===== src/hdl/srtf_pkg.sv =====
// ----------------------------------------------------------------------------
// srtf_pkg
// shared types and field widths of the srtf scheduler
// ----------------------------------------------------------------------------
package srtf_pkg;

  localparam int TIME_W = 20;
  localparam int DATA_W = 16;
  localparam int SLOT_W = 4;
  localparam int CNT_W  = 5;

  localparam logic [TIME_W-1:0] TIME_MAX = {TIME_W{1'b1}};
  localparam logic [CNT_W-1:0]  CNT_MAX  = {CNT_W{1'b1}};

  localparam logic REQ_LOAD = 1'b0;
  localparam logic REQ_TICK = 1'b1;

  typedef enum logic [3:0] {
    ST_IDLE = 4'b0001,
    ST_SCAN = 4'b0010,
    ST_CALC = 4'b0100,
    ST_EMIT = 4'b1000
  } state_t;

endpackage


===== src/hdl/srtf_preemptive_scheduler.sv =====
// ----------------------------------------------------------------------------
// srtf_preemptive_scheduler
// preemptive shortest-remaining-time-first scheduler over a slot table
// ----------------------------------------------------------------------------
// channel  dir  handshake          payload
// in       in   in_valid/in_stall  req_type, slot_index, arrival_time, burst_time
// out      out  out_valid/out_stall tick_time, ran_*, finished, *_time, all_done
// cfg      in   cfg_wr_en          cfg_wr_data (process_count)
//
// a load request skips the scan and raises its result from the emit state
// a tick request scans the configured slots, one slot table read per cycle
//   through the shared compare unit, then passes calc on a finish and emit;
//   the next request can be taken in the cycle the result is raised
// reset clears time, finish count, slot valid bits; process_count is 1
// in_stall is high during reset; a stalled result holds and the next request
//   is taken while it waits
// ----------------------------------------------------------------------------
module srtf_preemptive_scheduler #(
  parameter int MAX_SLOTS = 16
) (
  input  logic                        clk,
  input  logic                        rst_n,
  input  logic                        in_valid,
  output logic                        in_stall,
  input  logic                        in_req_type,
  input  logic [srtf_pkg::SLOT_W-1:0] in_slot_index,
  input  logic [srtf_pkg::DATA_W-1:0] in_arrival_time,
  input  logic [srtf_pkg::DATA_W-1:0] in_burst_time,
  output logic                        out_valid,
  input  logic                        out_stall,
  output logic [srtf_pkg::TIME_W-1:0] out_tick_time,
  output logic                        out_ran_valid,
  output logic [srtf_pkg::SLOT_W-1:0] out_ran_slot,
  output logic                        out_finished,
  output logic [srtf_pkg::TIME_W-1:0] out_completion_time,
  output logic [srtf_pkg::TIME_W-1:0] out_turnaround_time,
  output logic [srtf_pkg::TIME_W-1:0] out_waiting_time,
  output logic                        out_all_done,
  input  logic                        cfg_wr_en,
  input  logic [srtf_pkg::CNT_W-1:0]  cfg_wr_data
);
  import srtf_pkg::*;

  localparam int IW      = $clog2(MAX_SLOTS);
  localparam int CW      = (IW > CNT_W) ? IW : CNT_W;
  localparam int CNT_CAP = (MAX_SLOTS > 31) ? 31 : MAX_SLOTS;

  state_t            state_r, state_nxt;
  logic [CNT_W-1:0]  pcount_r;
  logic [CNT_W-1:0]  cnt;
  logic [TIME_W-1:0] cur_time_r;
  logic [CNT_W-1:0]  fin_cnt_r, fin_cnt_nxt;
  logic              is_tick_r;

  logic [DATA_W-1:0] arr_mem [MAX_SLOTS];
  logic [DATA_W-1:0] bur_mem [MAX_SLOTS];
  logic [DATA_W-1:0] rem_mem [MAX_SLOTS];
  logic [MAX_SLOTS-1:0] vld_r;

  logic [CW-1:0]     scan_r;
  logic              pend_r;
  logic [IW-1:0]     pend_idx_r;
  logic [DATA_W-1:0] rd_arr_r, rd_bur_r, rd_rem_r;
  logic              rd_vld_r;
  logic              have_r;
  logic [IW-1:0]     best_r;
  logic [DATA_W-1:0] best_arr_r, best_bur_r, best_rem_r;
  logic [TIME_W-1:0] ct_r, tat_r;

  logic              accept, load_acc, load_ok, commit, scan_more, cand, take, fin;
  logic [IW-1:0]     rd_addr, load_addr;
  logic              rem_we;
  logic [IW-1:0]     rem_wa;
  logic [DATA_W-1:0] rem_wd;
  logic [TIME_W-1:0] wt;

  assign cnt       = (pcount_r > CNT_W'(CNT_CAP)) ? CNT_W'(CNT_CAP) : pcount_r;
  assign in_stall  = !rst_n || (state_r != ST_IDLE);
  assign accept    = in_valid && !in_stall;
  assign load_acc  = accept && (in_req_type == REQ_LOAD);
  assign load_ok   = (32'(in_slot_index) < MAX_SLOTS);
  assign load_addr = IW'(in_slot_index);
  assign commit    = (state_r == ST_EMIT) && (!out_valid || !out_stall);
  assign scan_more = (scan_r < CW'(cnt));
  assign rd_addr   = scan_r[IW-1:0];

  assign cand = pend_r && rd_vld_r && (rd_rem_r != '0) &&
                ({{(TIME_W-DATA_W){1'b0}}, rd_arr_r} <= cur_time_r);
  assign take = cand && (!have_r || rd_rem_r <= best_rem_r);
  assign fin  = is_tick_r && have_r && (best_rem_r == DATA_W'(1));

  assign fin_cnt_nxt = (fin && fin_cnt_r != CNT_MAX) ? fin_cnt_r + 1'b1 : fin_cnt_r;

  assign wt = (tat_r >= {{(TIME_W-DATA_W){1'b0}}, best_bur_r}) ?
              tat_r - {{(TIME_W-DATA_W){1'b0}}, best_bur_r} : '0;

  // remaining-time write port: load or decrement
  always_comb begin
    rem_we = 1'b0;
    rem_wa = load_addr;
    rem_wd = in_burst_time;
    if (load_acc && load_ok) begin
      rem_we = 1'b1;
    end else if (commit && is_tick_r && have_r) begin
      rem_we = 1'b1;
      rem_wa = best_r;
      rem_wd = best_rem_r - 1'b1;
    end
  end

  always_comb begin
    state_nxt = state_r;
    unique case (state_r)
      ST_IDLE: begin
        if (accept) begin
          state_nxt = (in_req_type == REQ_TICK) ? ST_SCAN : ST_EMIT;
        end
      end
      ST_SCAN: begin
        if (!scan_more && !pend_r) begin
          state_nxt = (have_r && best_rem_r == DATA_W'(1)) ? ST_CALC : ST_EMIT;
        end
      end
      ST_CALC: state_nxt = ST_EMIT;
      ST_EMIT: begin
        if (commit) begin
          state_nxt = ST_IDLE;
        end
      end
      default: state_nxt = ST_IDLE;
    endcase
  end

  // slot table
  always_ff @(posedge clk) begin
    if (load_acc && load_ok) begin
      arr_mem[load_addr] <= in_arrival_time;
      bur_mem[load_addr] <= in_burst_time;
    end
    if (rem_we) begin
      rem_mem[rem_wa] <= rem_wd;
    end
    rd_arr_r <= arr_mem[rd_addr];
    rd_bur_r <= bur_mem[rd_addr];
    rd_rem_r <= rem_mem[rd_addr];
    rd_vld_r <= vld_r[rd_addr];
  end

  always_ff @(posedge clk) begin
    if (!rst_n) begin
      state_r    <= ST_IDLE;
      pcount_r   <= CNT_W'(1);
      cur_time_r <= '0;
      fin_cnt_r  <= '0;
      vld_r      <= '0;
      pend_r     <= 1'b0;
      have_r     <= 1'b0;
      out_valid  <= 1'b0;
    end else begin
      state_r <= state_nxt;
      if (cfg_wr_en) begin
        pcount_r <= cfg_wr_data;
      end
      if (load_acc && load_ok) begin
        vld_r[load_addr] <= 1'b1;
      end
      if (accept) begin
        pend_r <= 1'b0;
        have_r <= 1'b0;
      end else if (state_r == ST_SCAN) begin
        pend_r <= scan_more;
        if (take) begin
          have_r <= 1'b1;
        end
      end
      if (commit) begin
        out_valid <= 1'b1;
        fin_cnt_r <= fin_cnt_nxt;
        if (is_tick_r && cur_time_r != TIME_MAX) begin
          cur_time_r <= cur_time_r + 1'b1;
        end
      end else if (!out_stall) begin
        out_valid <= 1'b0;
      end
    end
  end

  // datapath registers
  always_ff @(posedge clk) begin
    if (accept) begin
      is_tick_r <= (in_req_type == REQ_TICK);
      scan_r    <= '0;
    end else if (state_r == ST_SCAN && scan_more) begin
      scan_r     <= scan_r + 1'b1;
      pend_idx_r <= rd_addr;
    end
    if (state_r == ST_SCAN && take) begin
      best_r     <= pend_idx_r;
      best_arr_r <= rd_arr_r;
      best_bur_r <= rd_bur_r;
      best_rem_r <= rd_rem_r;
    end
    if (state_r == ST_CALC) begin
      ct_r  <= (cur_time_r != TIME_MAX) ? cur_time_r + 1'b1 : TIME_MAX;
      tat_r <= ((cur_time_r != TIME_MAX) ? cur_time_r + 1'b1 : TIME_MAX) -
               {{(TIME_W-DATA_W){1'b0}}, best_arr_r};
    end
    if (commit) begin
      out_tick_time       <= cur_time_r;
      out_ran_valid       <= is_tick_r && have_r;
      out_ran_slot        <= (is_tick_r && have_r) ? SLOT_W'(best_r) : '0;
      out_finished        <= fin;
      out_completion_time <= fin ? ct_r : '0;
      out_turnaround_time <= fin ? tat_r : '0;
      out_waiting_time    <= fin ? wt : '0;
      out_all_done        <= (fin_cnt_nxt == cnt);
    end
  end

endmodule


===== config.mk =====
export PLATFORM = sky130hd
export DESIGN_NAME = srtf_preemptive_scheduler
export DESIGN_NICKNAME = d
export VERILOG_FILES = /design/src/hdl/srtf_pkg.sv /design/src/hdl/srtf_preemptive_scheduler.sv
export SDC_FILE = /design/constraint.sdc
export NUM_CORES = 1
export LEC_CHECK = 0
export ABC_AREA = 1
export BUFFER_PORTS_ARGS = -buffer_cell sky130_fd_sc_hd__buf_2
export CORE_MARGIN = 2
export CORE_UTILIZATION = 40
export DETAILED_ROUTE_END_ITERATION = 16
export PLACE_DENSITY = 0.64
export SYNTH_ARGS = -nofsm -noshare
export SYNTH_HDL_FRONTEND = slang
export SYNTH_SLANG_ARGS = --single-unit

===== constraint.sdc =====
create_clock -name clk -period 5.7 [get_ports clk]
set_input_delay 0.57 -clock clk [delete_from_list [all_inputs] [get_ports clk]]
set_output_delay 0.57 -clock clk [all_outputs]
set_load 0.005 [all_outputs]

# Yosys cells after proc, flatten, opt, wreduce, memory -nomap -nowiden

Memory sizes are Yosys's and may differ from the RTL's. A register that Yosys moved wholly into a read port is not among the register bits.
Index checks and enable logic that the tools add are counted.

Register bits: 243
Bits in latches: 0
RAM bits: 768
Memory bits (read-only): 0
Output and inout bits: 89
Word-level logic and storage cells: 120
Memories: 3

Memory list:

| memory  | words | bits a word | rd ports | clocked after memory_dff | write ports | line                            | text |
|---|---|---|---|---|---|---|---|
| arr_mem | 16    | 16          | 1        | 1                        | 1           | srtf_preemptive_scheduler.sv:55 | `logic [DATA_W-1:0] arr_mem [MAX_SLOTS];` |
| bur_mem | 16    | 16          | 1        | 1                        | 1           | srtf_preemptive_scheduler.sv:56 | `logic [DATA_W-1:0] bur_mem [MAX_SLOTS];` |
| rem_mem | 16    | 16          | 1        | 1                        | 1           | srtf_preemptive_scheduler.sv:57 | `logic [DATA_W-1:0] rem_mem [MAX_SLOTS];` |

Add/subtract/negate cells: 6
Multiply operators: 0
Divide/modulo/power cells: 0
Order comparisons: 8
Equal/unequal tests: 13
Shifts and indexed selects: 0
Muxes and demuxes: 25
Bitwise operators: 4
Reduce and logical (&&, ||, !) cells: 35

Operators by type and width:

| cell                                                  | count |
|---|---|
| subtractor 20 x 16 -> 20 bit                          | 2 |
| two-way mux 16 bit                                    | 2 |
| two-way mux 4 bit                                     | 7 |
| adder 20 x 1 -> 20 bit (second input constant)        | 1 |
| greater-or-equal comparator 20 x 16 -> 1 bit          | 1 |
| <= comparator 16 x 20 -> 1 bit                        | 1 |
| two-way mux 20 bit                                    | 1 |
| != test 20 bit (second input constant)                | 1 |
| logical AND 1 bit                                     | 18 |
| == test 16 x 1 -> 1 bit (second input constant)       | 1 |
| <= comparator 16 bit                                  | 1 |
| OR 16 bit                                             | 1 |
| case mux 4 bit (4 select lines)                       | 1 |
| nonzero test 16 bit                                   | 1 |
| subtractor 16 x 1 -> 16 bit (second input constant)   | 1 |
| adder 5 x 1 -> 5 bit (second input constant)          | 2 |
| < comparator 4 x 5 -> 1 bit (second input constant)   | 2 |
| two-way mux 1 bit                                     | 10 |
| two-way mux 5 bit                                     | 2 |
| AND reduction 2 bit                                   | 4 |
| logical NOT 1 bit                                     | 7 |
| != test 2 bit (second input constant)                 | 3 |
| == test 5 bit                                         | 1 |
| greater-than comparator 5 bit (second input constant) | 1 |
| 15 further kinds                                      | 19 |

# Depth between registers and ports, before layout

Gate-level depths: netlist (run 1).

Word-level depth: 9
Mapped depth: 21
Depth with buffers taken out: 20

# Least setup slack after synthesis (run 1)

No wires, ideal clock.

Path kind: register to register
Start: reg cur_time_r[15]
End: reg best_arr_r[0], enable pin
Arrival time: 3831 ps
Setup slack: 1390 ps
Stages on the path, launching flop included: 9
Buffers on the path: 0
Period minus slack after synthesis: 4310 ps
Path through: dfxtp_1 inv_1 ha_1 nand2_1 nor3_1 nand4_1 nand2_1 nand2_1 a21oi_1

Word-level cells in the longest chain between the ends: 4

Ends and longest elaborated chain:

| item                           | line                             | text |
|---|---|---|
| start, declared                | srtf_preemptive_scheduler.sv:51  | `logic [TIME_W-1:0] cur_time_r;` |
| start signal, assigned         | srtf_preemptive_scheduler.sv:180 | `cur_time_r <= cur_time_r + 1'b1;` |
| <= comparator 16 x 20 -> 1 bit | srtf_preemptive_scheduler.sv:88  | `({{(TIME_W-DATA_W){1'b0}}, rd_arr_r} <= cur_time_r);` |
| logical AND 1 bit              | srtf_preemptive_scheduler.sv:87  | `assign cand = pend_r && rd_vld_r && (rd_rem_r != '0) &&` |
| logical AND 1 bit              | srtf_preemptive_scheduler.sv:89  | `assign take = cand && (!have_r \|\| rd_rem_r <= best_rem_r);` |
| logical AND 1 bit              | srtf_preemptive_scheduler.sv:197 | `if (state_r == ST_SCAN && take) begin` |
| end signal, assigned           | srtf_preemptive_scheduler.sv:199 | `best_arr_r <= rd_arr_r;` |
| end, declared                  | srtf_preemptive_scheduler.sv:67  | `logic [DATA_W-1:0] best_arr_r, best_bur_r, best_rem_r;` |

Every way passes these cells.
A chain may end at the register's enable or synchronous reset.

# Final worst setup path (run 1)

Start: reg cur_time_r[0]
End: reg tat_r[18], data pin

Word-level cells in the longest chain between the ends: 3

Ends and longest elaborated chain:

| item                                                            | line                             | text |
|---|---|---|
| adder 20 x 1 -> 20 bit / != test 20 bit (equally long branches) | srtf_preemptive_scheduler.sv:205 | `tat_r <= ((cur_time_r != TIME_MAX) ? cur_time_r + 1'b1 : TIME_MAX) -` |
| two-way mux 20 bit *                                            | srtf_preemptive_scheduler.sv:205 |  |
| subtractor 20 x 16 -> 20 bit *                                  | srtf_preemptive_scheduler.sv:205 |  |
| end signal, assigned                                            | srtf_preemptive_scheduler.sv:205 |  |
| end, declared                                                   | srtf_preemptive_scheduler.sv:68  | `logic [TIME_W-1:0] ct_r, tat_r;` |

Every way passes the cells marked *; elsewhere a longest branch is shown, timed or not.

==> metrics, run 1 <==
status=finished, final reports clean; Async S/R FF share, synth=0; Setup violations, final=0; GP Congestion=0.856; DRT Wirelength=111 mm; commonest cells after routing, fill and taps aside=edfxtp_1 (952), nor2_1 (595), o21ai_0 (450); die height=333 µm; fmax=0.259 GHz; fin util=0.457; slew at the pin with the worst max-slew slack=1.30 ns; routed vias=28040; DRC=0; Cells after Synth=3563; CTS tree=built; Area Overhead vs Synth=13.2%; worst hold-check path type=in2reg; Post-synth EDFFs=952; Worst slew margin=0.127; layout cells sized above 1=0.120; final-report max-slew violation count=0; Ys Warns=0; clock sinks=1059; Final period util=0.678; clk_lat worst skew=0.70 ns; DRT iter0 DRCs=2980; Cell Pwr Density=401 nW/µm²; die width=333 µm; reg2reg start=cur_time_r[0]; minimum clock period=3.86 ns; wire per inst=21.4 µm; global routing met3 resource utilization=0.0314; Netlist cell types=52; Leakage=17.1 nW; nets=3798; # rows=120; Max IR drop VDD=0.530 mV; net count of the mapped netlist=3686; CP required=6.16 ns; CTS H-tree depth=3; CTS root buffer=clkbuf_16; sequential share of the synthesized area=0.710; Via density=5.42; Fin Setup TNS=0 ns; first-pass GRT wire length=166 mm; post-route ant nets=0; Setup Skew=0.0296 ns; CTS Buffer Depth=3; Post-CTS Setup Bufs=0; RSZ-0062 raised after global routing=no; TritonRoute pass-1 iters=6; crit path max fanout=9; hold_buf cts=0; initial antenna violation count=8; GRT Residual Overflow=0; placed cells=4970; WP data arrival=4.32 ns; CP Class=reg2reg; Avg Cell Area, Syn=12.1 µm²; Die Area=111000 µm²; Max stage delay cell, worst path=o21ai_0; Max Cap Viol=0; crit path launch type=flop; core footprint=107000 µm²; fin cells=5176; ys flop type=edfxtp_1; GR Util met1=0.267; Design Power=19.6 mW; Crit. End Element=flop; Synth Register Bits=1059; hold path start=cfg_wr_data[0]; CP max stage delay=0.48 ns; Syn Std Cell Area=43300 µm²; crit path from=cur_time_r[0]; fin area=49000 µm²; Post-DP Area=45500 µm²; CTS buffer count=106; GRT Overall Usage=0.195; gr busiest metal=met2; post-cts resize count=0; cells along the critical path=ha_1, nand2_1, nor2_2, nand2_1, nor2_2, nand2_2, inv_1, nor2_1, ha_1, fa_1, o21ai_0, nand2_1, nand2_1, nand3_1, nand4_1, nand2_1, nand3b_1, nand2_1; Initial Utilization=0.404; GRT met2 Usage=0.318; final hold vios=0; detailed placer's ending HPWL=66.3 mm; crit-path leading delay family=simple AND/OR/NAND/NOR gates; most frequent cell on the critical path=nand2_1; Port Buffer Count=135; clk slew on worst S/H paths=0.06 ns; CP bufs+invs=1; largest net degree at the start of global routing=241; leading cell type in the layout, fill and taps excluded=edfxtp_1; IO Pins=136; vias in the first global route=26794
## area by class of cell
cell class	instances	area [µm²]
diodes	5	12.5
clock buffers	147	2970
clock inverters	54	534
fillers	9616	58200
inverters	227	865
multi-input cells	2101	11100
flip-flops and latches	1059	30700
well taps	1403	1760
repair buffers	180	1050
## path summary, 6_finish.rpt
| path | depth (start not counted) | slack, ns | endpoint |
|---|---|---|---|
| worst min register to register | 0 | 0.40 | best_bur_r[0] |
| worst max register to register | 18 | 1.84 | tat_r[18] |
| worst max-delay path | 18 | 1.84 | tat_r[18] |
| worst min-delay path | 3 | 0.11 | pcount_r[0] |
## synthesized netlist by cell type (6+ instances only)
cell	number	area [µm²]
o221ai_1	78	683
o21ai_0	450	2250
buf_2	24	120
o21ai_1	7	35.0
clkbuf_1	133	499
nor4_1	6	37.5
o21ai_2	6	52.6
or2_2	9	56.3
nand3_1	138	691
nor2_1	616	2310
nand3b_1	6	45.0
buf_1	10	37.5
a21oi_2	11	96.3
a21oi_1	80	400
nand2_2	11	68.8
inv_2	15	56.3
nor3_1	12	60.1
nand4_1	15	93.8
o22ai_1	117	732
a31oi_1	13	81.3
o211ai_1	21	158
dfxtp_1	107	2140
buf_6	6	67.6
ha_1	74	926
xnor2_1	9	78.8
edfxtp_1	952	28600
inv_1	208	781
xor2_1	38	333
nor2_2	7	43.8
nand2_1	337	1260
## where the power goes
part           leakage, nW  switching [mW]  internal, mW  total (mW)
sequential            9.42           0.274          8.81        9.08
combinational         6.01            2.58          1.04        3.63
clock                 1.72            2.96          3.98        6.94
## cell families (layout without fill, tap and decap cells)
kind of cell	Yosys count	after routing	synth area share
AO/OA/AOI/OAI	799	799	0.107
adder cells (fa/ha/maj)	76	76	0.0223
flip-flops	1059	1059	0.710
buffers and inverters	403	608	0.0371
AND/OR/NAND/NOR	1178	1178	0.114
multiplexers	1	1	0.000231
other	0	5	0
XOR/XNOR	47	47	0.00951
## layer usage
layer,vias up,wire length [µm],share of wire
met1,13753,46900,0.42
met5,-,40,0.00036
met2,1073,52700,0.48
met4,6,2650,0.024
li1,13037,-,-
met3,171,8300,0.075
## sequential cells by signal (all words and copies together), names as in the netlist, 5 cells and up
signal,flops
best_arr_r,16
vld_r,16
bur_mem,256
scan_r,5
rd_bur_r,16
rd_rem_r,16
out_waiting_time,20
cur_time_r,20
best_bur_r,16
fin_cnt_r,5
best_rem_r,16
rd_arr_r,16
pcount_r,5
out_tick_time,20
arr_mem,256
ct_r,20
rem_mem,256
out_completion_time,20
out_turnaround_time,20
tat_r,20
## per-stage QoR
step | hold WS (ns) | setup WS, ns
6_report | 0.110 | 1.84
5_1_grt | 0.110 | 1.44
4_1_cts | 0.0841 | 1.83
3_5_place_dp | 0.389 | 1.84
3_3_place_gp | 0.389 | 1.85
2_1_floorplan | 0.386 | 1.39
## worst min-delay path: cells and delay by family
kind | cells | cell delay, ns
and+or+nand+nor | 2 | 0.12
buffers and inverters | 1 | 0.08
(Power assumes the default switching activity.)
==> run 2, diff against run 1 <==
- PLACE_DENSITY: 0.64 -> 0.66
- clock period: 5.7 -> 3.31 ns (I/O delays scaled with it)
==> metrics, run 2 (synthesized netlist as in run 1, its figures left out) <==
# rows=120 (unchanged); fmax=0.327 GHz (+26%); CTS root buffer=clkbuf_16; cells along the critical path=ha_1, nand2_1, nor2_2, nand2_1, nor2_2, nand2_2, inv_1, nor2_1, ha_1, fa_1, o21ai_2, nand2_1, nand2_1, nand3_1, nand4_1, nand2_1, nand3b_1, nand2_1; GRT Residual Overflow=0 (unchanged); commonest cells after routing, fill and taps aside=edfxtp_1 (952), nor2_1 (601), o21ai_0 (448); largest net degree at the start of global routing=159 (-34%); die width=333 µm (unchanged); worst hold-check path type=in2reg; leading cell type in the layout, fill and taps excluded=edfxtp_1; Port Buffer Count=135 (unchanged); initial antenna violation count=19 (+11); crit-path leading delay family=simple AND/OR/NAND/NOR gates; Crit. End Element=flop; CP max stage delay=0.46 ns (-0.02 ns); clk slew on worst S/H paths=0.06 ns (about the same); Leakage=17.5 nW (+1.8%); fill count=9487 (-1.3%); Final period util=0.924 (+0.247); detailed placer's ending HPWL=67.8 mm (+2.3%); RSZ-0062 raised after global routing=no; hold slack=0.0312 ns (-0.0786 ns); Post-DP Area=46000 µm² (+1.2%); fin area=49600 µm² (+1.1%); DRC=0 (unchanged); first-pass GRT wire length=165 mm (-0.44%); largest registers=arr_mem (256), bur_mem (256), rem_mem (256); clk_lat worst skew=0.68 ns (-0.02 ns); GRT Overall Usage=0.195 (-0.000283); clock sinks=1059 (unchanged); TritonRoute pass-1 iters=5 (-1); Die Area=111000 µm² (unchanged); nets=3860 (+1.6%); CTS tree=built; Max IR drop VDD=0.504 mV (-4.8%); Worst slew margin=0.227 (+0.100); WP data arrival=3.49 ns (-0.83 ns); CP required=3.74 ns (-2.42 ns); wire per inst=21.1 µm (-1.1%); Max stage delay cell, worst path=fa_1; routed vias=28324 (+1.0%); most frequent cell on the critical path=nand2_1; slew at the pin with the worst max-slew slack=1.15 ns (-0.149 ns); DRT iter0 DRCs=2875 (-3.5%); Setup violations, final=0 (unchanged); Max Cap Viol=0 (unchanged); layout cells sized above 1=0.130 (+0.00997); Post-CTS Setup Bufs=0 (unchanged); crit path launch type=flop; Setup Skew=0.0254 ns (-0.00413 ns); core footprint=107000 µm² (unchanged); final-report max-slew violation count=0 (unchanged); die height=333 µm (unchanged); final hold vios=0 (unchanged); fin util=0.462 (+0.00518); post-route ant nets=0 (unchanged); crit path max fanout=5 (-4); Fin Setup TNS=0 ns (unchanged); minimum clock period=3.06 ns (-0.803 ns); Cell Pwr Density=678 nW/µm² (+69%); CP Class=reg2reg; IO Pins=136 (unchanged); CP bufs+invs=1 (unchanged); vias in the first global route=26668 (-0.47%); status=finished, final reports clean; Via density=5.42 (about the same); CTS H-tree depth=3 (unchanged); CTS buffer count=104 (-1.9%); CTS Buffer Depth=3 (unchanged); Initial Utilization=0.404 (unchanged); DRT Wirelength=110 mm (about the same); GP Congestion=0.874 (+2.1%); Area Overhead vs Synth=14.5%
[run 2: changes by cell type in the layout (fill, tap and decap cells not counted), moves of 6 or more]
cell	before	now
clkbuf_1	28	16
buf_4	42	80
nor2_2	15	9
buf_12	3	16
clkinv_1	14	20
dlygate4sd3_1	0	13
nor2_1	595	601
[run 2: final timing paths]
kind / from / to / slack [ns] / cells past startpoint
worst max-delay path: cur_time_r[1] / tat_r[18] / 0.25 / 18
worst min-delay path: in_arrival_time[12] / arr_mem[11][12] / 0.03 / 1
worst max register to register: cur_time_r[1] / tat_r[18] / 0.25 / 18
worst min register to register: rd_bur_r[6] / best_bur_r[6] / 0.40 / 0
[run 2: final cells by class]
cell class	count	area, µm²	share of cell area
diodes	1	2.50	0.0000505
flip-flops and latches	1059	30700	0.620
multi-input cells	2101	11100	0.223
inverters	227	866	0.0175
well taps	1403	1760	0.0354
clock inverters	64	576	0.0116
repair buffers	244	1730	0.0348
clock buffers	130	2820	0.0569
[run 2: repair_timing]
| item | in CTS | in global routing |
|---|---|---|
| hold buffers | 13 | 0 |
| endpoints found under the hold margin | 12 | 0 |
| gates resized for setup | 0 | 4 |
| setup endpoints to repair | 0 | 5 |
[run 2: where the power goes]
group	total (mW)	switching, mW	internal (mW)
clock network	11.6	4.97	6.67
registers	15.5	0.378	15.2
logic	6.41	4.50	1.91
[run 2: metrics by stage]
stage               cells  setup WS [ns]  total power [mW]
floorplan            3563          0.122              19.9
global placement     5021          0.155              22.1
detailed placement   5021          0.158              22.2
CTS                  5228          0.154              33.7
global route         5228         0.0193              35.1
finish               5229          0.250              33.6
[run 2: metal layers]
| metal | wire (µm) | track usage | vias to the layer above |
|---|---|---|---|
| li1 | - | - | 13160 |
| met1 | 46800 | 0.270 | 13883 |
| met2 | 52200 | 0.316 | 1093 |
| met3 | 8860 | 0.0335 | 172 |
| met4 | 2520 | 0.0556 | 16 |
| met5 | 107 | 0 | - |
[run 2: worst reg2reg max path: cells and delay by family (launching register included)]
kind / cells / cell delay, ns
simple gates: 13 / 1.26
fa+ha+maj: 3 / 0.87
flops: 1 / 0.39
compound gates: 1 / 0.20
buf+inv: 1 / 0.11
